==> src/rtl/upc_pkg.sv <==
package upc_pkg;

  localparam int MAX_ROWS_DEF   = 64;
  localparam int MAX_COLS_DEF   = 16;
  localparam int LEVEL_BITS_DEF = 6;

  localparam int LEVEL_W    = 6;
  localparam int ROWS_CFG_W = 7;
  localparam int COLS_CFG_W = 5;
  localparam int MANT_W     = 32;
  localparam int SHIFT_W    = 6;
  localparam int OFFSET_W   = 47;
  localparam int CFG_W      = 47;
  localparam int CFG_IDX_W  = 3;
  localparam int PAIR_W     = 32;
  localparam int TSQ_W      = 38;
  localparam int CRIT_W     = 64;
  localparam int RT_W       = 16;

  localparam logic [ROWS_CFG_W-1:0] ROWS_RESET = 7'd8;
  localparam logic [COLS_CFG_W-1:0] COLS_RESET = 5'd2;

  typedef enum logic [CFG_IDX_W-1:0] {
    CFG_NUM_ROWS  = 3'd0,
    CFG_NUM_COLS  = 3'd1,
    CFG_MANTISSA  = 3'd2,
    CFG_SHIFT     = 3'd3,
    CFG_OFFSET    = 3'd4
  } cfg_idx_e;

  typedef struct packed {
    logic store_wr;
    logic eval_init;
    logic row_rd;
    logic row_ld;
    logic pair_init;
    logic col_acc;
    logic pair_upd;
    logic pair_sq;
    logic row_fin;
    logic row_acc;
    logic out_load;
  } upc_cmd_t;

  typedef struct packed {
    logic complete;
    logic first_row;
    logic last_row;
    logic last_pair;
    logic last_col;
    logic out_busy;
  } upc_sts_t;

endpackage

==> src/rtl/upc_ctrl.sv <==
module upc_ctrl (
  input  logic              clk_i,
  input  logic              rst_ni,
  input  logic              in_valid_i,
  output logic              in_ready_o,
  input  upc_pkg::upc_sts_t sts_i,
  output upc_pkg::upc_cmd_t cmd_o
);

  typedef enum logic [16:0] {
    S_LOAD      = 17'h00001,
    S_ROW_RD    = 17'h00002,
    S_ROW_LD    = 17'h00004,
    S_PAIR_INIT = 17'h00008,
    S_COL_RD    = 17'h00010,
    S_COL_ACC   = 17'h00020,
    S_PAIR_RD   = 17'h00040,
    S_PAIR_UPD  = 17'h00080,
    S_PAIR_SQ   = 17'h00100,
    S_ROW_FIN   = 17'h00200,
    S_ROW_ACC   = 17'h00400,
    S_CRIT1     = 17'h00800,
    S_CRIT2     = 17'h01000,
    S_CRIT3     = 17'h02000,
    S_CRIT4     = 17'h04000,
    S_CRIT5     = 17'h08000,
    S_DONE      = 17'h10000
  } state_e;

  state_e state_q, state_d;

  always_ff @(posedge clk_i or negedge rst_ni) begin
    if (!rst_ni) begin
      state_q <= S_LOAD;
    end else begin
      state_q <= state_d;
    end
  end

  always_comb begin
    state_d    = state_q;
    cmd_o      = '0;
    in_ready_o = 1'b0;
    unique case (state_q)
      S_LOAD: begin
        in_ready_o = 1'b1;
        if (in_valid_i) begin
          cmd_o.store_wr = 1'b1;
          if (sts_i.complete) begin
            cmd_o.eval_init = 1'b1;
            state_d = S_ROW_RD;
          end
        end
      end
      S_ROW_RD: begin
        cmd_o.row_rd = 1'b1;
        state_d = S_ROW_LD;
      end
      S_ROW_LD: begin
        cmd_o.row_ld = 1'b1;
        state_d = sts_i.last_row ? S_ROW_FIN : S_PAIR_INIT;
      end
      S_PAIR_INIT: begin
        cmd_o.pair_init = 1'b1;
        state_d = S_COL_RD;
      end
      S_COL_RD: begin
        state_d = S_COL_ACC;
      end
      S_COL_ACC: begin
        cmd_o.col_acc = 1'b1;
        state_d = sts_i.last_col ? S_PAIR_RD : S_COL_RD;
      end
      S_PAIR_RD: begin
        state_d = S_PAIR_UPD;
      end
      S_PAIR_UPD: begin
        cmd_o.pair_upd = 1'b1;
        state_d = S_PAIR_SQ;
      end
      S_PAIR_SQ: begin
        cmd_o.pair_sq = 1'b1;
        state_d = sts_i.last_pair ? S_ROW_FIN : S_PAIR_INIT;
      end
      S_ROW_FIN: begin
        cmd_o.row_fin = 1'b1;
        state_d = S_ROW_ACC;
      end
      S_ROW_ACC: begin
        cmd_o.row_acc = 1'b1;
        state_d = sts_i.last_row ? S_CRIT1 : S_ROW_RD;
      end
      S_CRIT1: state_d = S_CRIT2;
      S_CRIT2: state_d = S_CRIT3;
      S_CRIT3: state_d = S_CRIT4;
      S_CRIT4: state_d = S_CRIT5;
      S_CRIT5: state_d = S_DONE;
      S_DONE: begin
        // hold until the previous word has gone
        if (!sts_i.out_busy) begin
          cmd_o.out_load = 1'b1;
          state_d = S_LOAD;
        end
      end
      default: state_d = S_LOAD;
    endcase
  end

endmodule

==> config.mk <==
export PLATFORM = sky130hd
export DESIGN_NAME = upc_ctrl
export DESIGN_NICKNAME = d
export VERILOG_FILES = /design/src/rtl/upc_pkg.sv /design/src/rtl/upc_ctrl.sv
export SDC_FILE = /design/constraint.sdc
export NUM_CORES = 1
export LEC_CHECK = 0
export BUFFER_PORTS_ARGS = -buffer_cell sky130_fd_sc_hd__buf_2
export CORE_MARGIN = 1.5
export CORE_UTILIZATION = 56
export DETAILED_ROUTE_END_ITERATION = 10
export PLACE_DENSITY = 0.85
export SLEW_MARGIN = 5
export SYNTH_ARGS = -nofsm -noshare
export SYNTH_HDL_FRONTEND = slang
export SYNTH_SLANG_ARGS = --single-unit
==> constraint.sdc <==
create_clock -name clk_i -period 7 [get_ports clk_i]
set_clock_uncertainty 0.2 [all_clocks]
set_input_delay 0.7 -clock clk_i [delete_from_list [all_inputs] [get_ports clk_i]]
set_output_delay 0.7 -clock clk_i [all_outputs]
set_load 0.05 [all_outputs]
==> results of run 1 <==
-- through the flow --
step	total power, mW	cell area, um^2
floorplan	0.197	983
global placement	0.218	1090
detailed placement	0.221	1090
finish	0.270	1120
CTS	0.271	1120
global route	0.285	1120
-- how the worst max path moves through the flow --
stage,from,endpoint,slack [ns],cells after the start
CTS,state_q[4],cmd_o[9],3.31,5
floorplan,state_q[4],cmd_o[8],3.11,3
detailed placement,state_q[4],cmd_o[9],3.64,5
global route,state_q[11],cmd_o[9],3.17,6
finish,state_q[4],cmd_o[9],3.31,5
global placement,state_q[4],cmd_o[9],3.63,5
-- cells in the final DEF (no fill, tap or decap), types with 3 or more instances in the layout --
master / Yosys / routed
and2_1: 4 / 4
buf_2: 0 / 19
clkbuf_4: 0 / 3
dfrtp_1: 16 / 16
inv_1: 8 / 8
nand2_1: 7 / 7
nor2_1: 7 / 7
nor3b_1: 5 / 5
nor4_1: 7 / 7
nor4b_1: 5 / 5
xnor2_1: 3 / 3
xor2_1: 3 / 3
-- synth_stat cells, drive strengths merged --
cell type  instances  area (um^2)
nor2               7         26.3
a211oi             1         7.51
nor4               7         43.8
dfrtp             16          400
and3               1         6.26
inv                8         30.0
o31ai              1         7.51
a22o               2         17.5
nor4b              5         43.8
or2                1         6.26
and4               1         8.76
and2               4         25.0
o22ai              2         12.5
or4b               1         13.8
o32a               1         10.0
nand2b             2         12.5
a21o               1         7.51
xor2               3         26.3
nand3              1         5.00
nor4bb             2         20.0
clkbuf             1         3.75
nor3b              5         37.5
dfstp              1         26.3
nand4              1         6.26
xnor2              3         26.3
a41o               1         10.0
and2b              2         17.5
nor3               2         10.0
or4                4         37.5
or3                2         12.5
o32ai              1         8.76
a21oi              1         5.00
o2bb2ai            1         15.0
nand2              7         26.3
o21ai              2         10.0
-- power breakdown --
part	internal (mW)	leakage [nW]	total [mW]	switching [mW]
Combinational	0.0350	0.335	0.106	0.0706
Clock	0.0221	0.0150	0.0499	0.0278
Sequential	0.105	0.233	0.114	0.00882
Total	0.163	0.583	0.270	0.107
-- layout make-up --
type,count,area [um^2],share of cell area
inverter,8,30.0,0.0268
clock buffer,4,26.3,0.0234
sequential,17,427,0.381
timing repair buffer,19,95.1,0.0848
multi-input combinational,75,523,0.467
tap,16,20.0,0.0179
-- cell families (layout without fill, tap and decap cells) --
group | Yosys count | after routing | share of synthesized area
DFF | 17 | 17 | 0.434
AOI/OAI and AO/OA | 14 | 14 | 0.113
and+or+nand+nor | 55 | 55 | 0.365
buffers and inverters | 9 | 31 | 0.0343
xor gates and xnor gates | 6 | 6 | 0.0534
-- worst max-delay path, cell delays in order (launching register included) --
cell and delay [ns]:
dfrtp_1 0.44, or4_4 0.57, or4_4 0.54, or4b_4 0.58, nor2_1 0.12, buf_2 0.26
-- per-layer routing --
layer,share of wire,wire (um),vias to the layer above
li1,-,-,421
met1,0.48,929,401
met2,0.47,911,29
met3,0.047,91,2
met4,0.0067,13,0
met5,0,0,-
==> key figures, run 1 <==
Critical path
  • Required @ worst endpoint: 6.10 ns
  • Worst r2r src: state_q[4]
  • R2R Path End: state_q[1]
  • CP Launch Type: register
  • WS Path Type: register to output pin
  • Crit. End Element: output pin
  • CP Max Fanout: 6
  • Setup slack, reg-to-reg: 4.44 ns
  • WP data arrival: 2.79 ns
  • Register-to-Register Path Depth: 4

Power
  • Leak: 0.583 nW
  • Max IR drop VDD: 0.000181 V
  • Pwr dens: 241 nW/um^2

Worst hold path
  • Worst min path class: input pin to asynchronous set/reset pin

Routing
  • # DRC: 0
  • Via count: 853
  • Vias per cell: 6.14
  • DRT Pass-1 Iters: 4
  • Routed wire per std cell: 14.0 um
  • Iter 0 DRT Violations: 14
  • Post-DRT Antenna Nets: 0
  • Final wirelength: 1.95 mm

Floorplan
  • Die ar.: 2020 um^2
  • Die Height: 44.9 um
  • Num ports: 21
  • Site Rows: 14
  • Initial core utilization: 0.624
  • Die Span X: 44.9 um
  • Core ar.: 1580 um^2

CTS
  • CTS tree: done
  • PostCTS Resize Cnt: 0
  • Post-CTS Hold Fix Bufs: 0
  • Num CTS Buffers: 3
  • CTS HTree Levels: 1
  • Clock Tree Root: clkbuf_4
  • Clock latency on the worst-skew pair: 0.28 ns
  • Clk pin slew, worst setup/hold paths: 0.09 ns
  • Setup repair bufs after CTS: 0
  • Clock Path Buffers: 2
  • Clock Sinks: 17

Final layout
  • Fillers: 130
  • Diodes inserted: 0
  • Share of layout cells above drive strength 1: 0.244
  • Top Registers: state_q (17)
  • Syn-to-layout area delta: 14.0%
  • Nets@finish: 133
  • Finished Layout Cells: 139
  • Top reg by flops: state_q
  • Post-route core utilization: 0.711
  • Max reg flops: 17

Placed design
  • Place WS: 3.64 ns
  • Placed Cells incl. Taps: 135
  • GP Congestion: 0.834
  • Post-DP HPWL: 1.50 mm
  • IO Port Bufs: 19

Global routing
  • Total GRT Usage: 0.220
  • Met2 usage: 0.368
  • Initial antenna violation count: 0
  • Met3 global-route usage: 0.0360
  • Vias in the first global route: 787
  • Gr busiest metal: met2
  • First-pass GRT wire length: 3.24 mm
  • Total gr overflow: 0
  • GRT met1 Usage: 0.294
  • Largest net degree at the start of global routing: 18

STA
  • Fmax: 271 MHz
  • Max-slew violation count: 0
  • Final setup fails: 0
  • Worst hold slack: 0.133 ns
  • Worst rel slew slack: 0.667
  • Worst-margin pin slew: 0.495 ns
  • Final setup margin: 3.31 ns
  • Tcrit/Tclk final: 0.526
  • Minimum clock period: 3.69 ns
  • RSZ-0062 raised after global routing: no
  • Sum Neg Setup Slack: 0 ns
  • Final number of hold-violating endpoints: 0

Yosys
  • Yosys warns: 0
  • Synthesized area per cell: 9.74 um^2
  • Register area share after synthesis: 0.434
  • Post-synthesis net count: 110
  • Synth Register Bits: 17
  • Netlist Area Pre-Place: 983 um^2
  • Cells after Synth: 101
  • Unique cell type count in the Yosys netlist: 36

Flow run
  • Max-Cap Viols: 0

Status
  • Outcome: completed
(Power assumes the default switching activity.)
==> run 2: changes to the inputs <==
Settings changed: CORE_UTILIZATION 56 to 52, PLACE_DENSITY 0.85 to 0.8.
Clock period 7 ns to 3.6 ns, I/O delays scaled along.
==> key figures, run 2 (synthesis gave the netlist of run 1 again) <==
Critical path
  • CP Launch Type: register
  • Required @ worst endpoint: 3.04 ns (-3.06 ns)
  • Crit. End Element: output pin
  • WP data arrival: 2.83 ns (+0.04 ns)
  • CP Max Fanout: 6 (unchanged)
  • WS Path Type: register to output pin

STA
  • Worst-margin pin slew: 0.559 ns (+0.0641 ns)
  • Final setup fails: 0 (unchanged)
  • Tcrit/Tclk final: 0.943
  • Final number of hold-violating endpoints: 0 (unchanged)
  • Fmax: 295 MHz
  • Minimum clock period: 3.39 ns
  • RSZ-0062 raised after global routing: no
  • Max-slew violation count: 0 (unchanged)
  • Worst rel slew slack: 0.622 (-0.0453)
  • Sum Neg Setup Slack: 0 ns (unchanged)

Routing
  • Post-DRT Antenna Nets: 0 (unchanged)
  • Via count: 862 (+1.1%)
  • Iter 0 DRT Violations: 30 (+16)
  • Routed wire per std cell: 13.6 um (-2.9%)
  • Vias per cell: 5.79 (-5.7%)
  • DRT Pass-1 Iters: 4 (unchanged)
  • # DRC: 0 (unchanged)
  • Final wirelength: 2.03 mm (+4.1%)

CTS
  • Clock Path Buffers: 2 (unchanged)
  • Setup repair bufs after CTS: 0 (unchanged)
  • PostCTS Resize Cnt: 0 (unchanged)
  • Clk pin slew, worst setup/hold paths: 0.09 ns (about the same)
  • CTS HTree Levels: 1 (unchanged)
  • Clock Tree Root: clkbuf_4
  • Clock Sinks: 17 (unchanged)
  • CTS tree: done
  • Post-CTS Hold Fix Bufs: 1 (+1)
  • Clock latency on the worst-skew pair: 0.28 ns (about the same)
  • Num CTS Buffers: 3 (unchanged)

Final layout
  • Diodes inserted: 0 (unchanged)
  • Max reg flops: 17 (unchanged)
  • Nets@finish: 134 (+0.75%)
  • Most frequent cells in the layout: buf_2, dfrtp_1, inv_1
  • Syn-to-layout area delta: 16.2%
  • Share of layout cells above drive strength 1: 0.242 (-0.00197)
  • Top reg by flops: state_q
  • Fillers: 160 (+23%)
  • Most common cell after layout, fill and taps aside: buf_2
  • Top Registers: state_q (17)
  • Post-route cell area: 1140 um^2 (+1.9%)

Power
  • Pwr dens: 464 nW/um^2 (+93%)
  • Leak: 0.587 nW (+0.72%)
  • Max IR drop VDD: 0.000311 V (+72%)

Placed design
  • GP Congestion: 0.863 (+3.5%)
  • IO Port Bufs: 19 (unchanged)
  • Cell Area, Placed: 1110 um^2 (+1.0%)
  • Post-DP HPWL: 1.54 mm (+2.3%)

Global routing
  • Total gr overflow: 0 (unchanged)
  • Initial antenna violation count: 0 (unchanged)
  • Largest net degree at the start of global routing: 18 (unchanged)
  • Vias in the first global route: 767 (-2.5%)
  • Total GRT Usage: 0.213 (-0.00764)
  • First-pass GRT wire length: 3.19 mm (-1.5%)

Floorplan
  • Num ports: 21 (unchanged)
  • Initial core utilization: 0.563 (-0.0604)
  • Site Rows: 15 (+1)
  • Die ar.: 2160 um^2 (+7.2%)
  • Die Span X: 46.5 um (+3.5%)
  • Core ar.: 1750 um^2 (+11%)
  • Die Height: 46.5 um (+3.5%)

Flow run
  • Max-Cap Viols: 0 (unchanged)

Status
  • Outcome: completed

Worst hold path
  • Worst min path class: input pin to register
-- run 2: layout make-up --
class	instances	area, um^2	area share
Tap cell	25	31.3	0.0274
Multi-Input combinational cell	75	523	0.458
Inverter	8	30.0	0.0263
Sequential cell	17	427	0.373
Timing Repair Buffer	20	105	0.0920
Clock buffer	4	26.3	0.0230
-- run 2: metal layers --
layer,up-vias,part of all wire,track usage
met4,0,0.012,0.0686
met5,-,0,0
met1,407,0.45,0.279
met3,5,0.049,0.0471
met2,31,0.49,0.344
li1,419,-,-
-- run 2: power breakdown --
| group | total, mW | switching, mW | internal, mW |
|---|---|---|---|
| registers | 0.222 | 0.0165 | 0.205 |
| logic | 0.210 | 0.141 | 0.0688 |
| clock network | 0.0986 | 0.0556 | 0.0430 |
-- run 2: path summary, 6_finish.rpt --
check | startpoint | end | slack (ns) | depth (start not counted)
min in group asynchronous | rst_ni | state_q[6] | 0.32 | 2
max in group asynchronous | rst_ni | state_q[0] | 2.57 | 2
worst max register to register | state_q[4] | state_q[0] | 1.02 | 4
worst min register to register | state_q[11] | state_q[13] | 0.32 | 1
worst min-delay path | sts_i[1] | state_q[6] | 0.09 | 2
worst max-delay path | state_q[4] | cmd_o[9] | 0.21 | 5
-- run 2: critical path, cell delays in order, from the launching register on --
cell	delay, ns
dfrtp_1	0.45
or4_4	0.58
or4_4	0.54
or4b_4	0.58
nor2_1	0.12
buf_2	0.27
-- run 2: metrics by stage --
stage | utilization | worst slack [ns] | instances | hold WS [ns] | total power [mW]
2_1_floorplan | - | 0.0466 | 101 | -0.136 | 0.383
3_3_place_gp | 0.634 | 0.567 | 144 | 0.100 | 0.426
3_5_place_dp | 0.634 | 0.533 | 144 | 0.102 | 0.432
4_1_cts | 0.654 | 0.199 | 149 | 0.0882 | 0.532
5_1_grt | 0.654 | 0.123 | 149 | 0.0872 | 0.559
6_report | 0.654 | 0.206 | 149 | 0.0901 | 0.530
==> run 3: changes to the inputs <==
Settings changed: MAX_ROUTING_LAYER set to met4.
==> key figures, run 3 (synthesis gave the netlist of run 1 again) <==
Status
  • Outcome: completed

Critical path
  • Register-to-Register Path Depth: 4 (unchanged)
  • Delay of the slowest critical-path stage: 0.58 ns (about the same)
  • Crit-path cells: or4_4, or4_4, or4b_4, nor2_1, buf_2
  • CP Max Fanout: 6 (unchanged)
  • Worst r2r src: state_q[4]
  • R2R Path End: state_q[0]
  • Required @ worst endpoint: 3.04 ns (about the same)
  • WS Path Type: register to output pin
  • Crit. End Element: output pin
  • CP Launch Type: register
  • CP most frequent cell: or4_4
  • CP max stage cell: or4_4
  • WP data arrival: 2.84 ns (about the same)
  • Setup slack, reg-to-reg: 1.02 ns (about the same)

CTS
  • Num CTS Buffers: 3 (unchanged)
  • Clock Tree Root: clkbuf_4
  • PostCTS Resize Cnt: 0 (unchanged)
  • CTS HTree Levels: 1 (unchanged)
  • Clock Sinks: 17 (unchanged)
  • Clk pin slew, worst setup/hold paths: 0.10 ns (about the same)
  • Clock latency on the worst-skew pair: 0.28 ns (about the same)
  • CTS tree: done
  • Clock Path Buffers: 2 (unchanged)

STA
  • Worst rel slew slack: 0.622 (about the same)
  • Minimum clock period: 3.40 ns (+0.00310 ns)
  • Fmax: 294 MHz (about the same)
  • RSZ-0062 raised after global routing: no
  • Final number of hold-violating endpoints: 0 (unchanged)
  • Final setup margin: 0.203 ns (-0.00310 ns)
  • Worst-margin pin slew: 0.559 ns (-0.000282 ns)
  • Final setup fails: 0 (unchanged)
  • Max-slew violation count: 0 (unchanged)
  • Sum Neg Setup Slack: 0 ns (unchanged)
  • Tcrit/Tclk final: 0.944 (about the same)

Worst hold path
  • Worst min path class: input pin to register
  • Hold path cells: 2 (unchanged)
  • WHS Endpoint: state_q[6]
  • HP Start: sts_i[1]

Final layout
  • Most common cell after layout, fill and taps aside: buf_2
  • Top reg by flops: state_q
  • Finished Layout Cells: 149 (unchanged)
  • Share of layout cells above drive strength 1: 0.242 (unchanged)
  • Post-route core utilization: 0.654 (unchanged)
  • Max reg flops: 17 (unchanged)
  • Most frequent cells in the layout: buf_2, dfrtp_1, inv_1
  • Top Registers: state_q (17)
  • Nets@finish: 134 (unchanged)
  • Diodes inserted: 0 (unchanged)
  • Syn-to-layout area delta: 16.2% (unchanged)

Power
  • Max IR drop VDD: 0.000311 V (about the same)
  • Leak: 0.587 nW (unchanged)
  • Pwr dens: 464 nW/um^2 (+0.12%)

Routing
  • WL met2: 983 um (-1.3%)
  • # DRC: 0 (unchanged)
  • M1 wire length: 901 um (-0.22%)
  • Via count: 854 (-0.93%)
  • DRT Pass-1 Iters: 4 (unchanged)
  • Routed wire per std cell: 13.5 um (-0.59%)
  • Routed wl met3: 99 um (-1.0%)
  • Iter 0 DRT Violations: 30 (unchanged)
  • Post-DRT Antenna Nets: 0 (unchanged)
  • Final wirelength: 2.01 mm (-0.59%)
  • Vias per cell: 5.73 (-0.93%)
  • Top sig layer: met4

Global routing
  • Total GRT Usage: 0.219 (+0.00619)
  • Initial antenna violation count: 0 (unchanged)
  • Vias in the first global route: 764 (-0.39%)
  • Largest net degree at the start of global routing: 18 (unchanged)
  • First-pass GRT wire length: 3.19 mm (unchanged)
  • Total gr overflow: 0 (unchanged)

Floorplan
  • Num ports: 21 (unchanged)
  • Initial core utilization: 0.563 (unchanged)
  • Die Height: 46.5 um (unchanged)
  • Die Span X: 46.5 um (unchanged)
  • Site Rows: 15 (unchanged)
  • Die ar.: 2160 um^2 (unchanged)
  • Core ar.: 1750 um^2 (unchanged)

Placed design
  • Placed Cells incl. Taps: 144 (unchanged)
  • GP Congestion: 0.877 (+1.6%)
  • Post-DP HPWL: 1.54 mm (unchanged)
  • Place WS: 0.533 ns (unchanged)
  • IO Port Bufs: 19 (unchanged)

Flow run
  • Max-Cap Viols: 0 (unchanged)
[run 3: cell counts in the layout (fill, tap and decap cells not counted)]
No cell type changed its count.
[run 3: where the power goes]
| group | switching, mW | internal [mW] | total [mW] |
|---|---|---|---|
| sequential | 0.0163 | 0.205 | 0.221 |
| combinational | 0.141 | 0.0688 | 0.210 |
| clock | 0.0562 | 0.0430 | 0.0992 |
[run 3: cell type report]
type / instances / area (um^2)
Multi-Input combinational cell: 75 / 523
Inverter: 8 / 30.0
Clock buffer: 4 / 26.3
Fill cell: 160 / 603
Tap cell: 25 / 31.3
Timing Repair Buffer: 20 / 105
Sequential cell: 17 / 427
[run 3: per-stage QoR]
step / power [mW] / hold slack (ns) / instance area (um^2)
floorplan: 0.383 / -0.136 / 983
global placement: 0.426 / 0.100 / 1110
detailed placement: 0.432 / 0.102 / 1110
CTS: 0.532 / 0.0882 / 1140
global route: 0.559 / 0.0872 / 1140
finish: 0.531 / 0.0885 / 1140
[run 3: worst max path at each step]
stage / start / endpoint / slack [ns] / depth (start not counted)
floorplan: state_q[4] / cmd_o[8] / 0.05 / 3
global placement: state_q[4] / cmd_o[9] / 0.57 / 5
detailed placement: state_q[4] / cmd_o[9] / 0.53 / 5
CTS: state_q[4] / cmd_o[9] / 0.20 / 5
global route: state_q[11] / cmd_o[9] / 0.12 / 6
finish: state_q[4] / cmd_o[9] / 0.20 / 5
[run 3: worst max-delay path, delay by kind of cell, from the launching register on]
family	cells	cell delay [ns]
AND/OR/NAND/NOR	4	1.82
flip-flops	1	0.45
buffers and inverters	1	0.27
[run 3: layer usage]
layer / track usage / vias to the layer above
met5: - / -
met4: 0.0686 / 0
met3: 0.0471 / 7
met2: 0.344 / 29
li1: - / 419
met1: 0.279 / 399
[run 3: repair_timing]
item,in CTS,in global routing
hold buffers,1,0
setup buffers,0,0
hold endpoints to repair,16,0
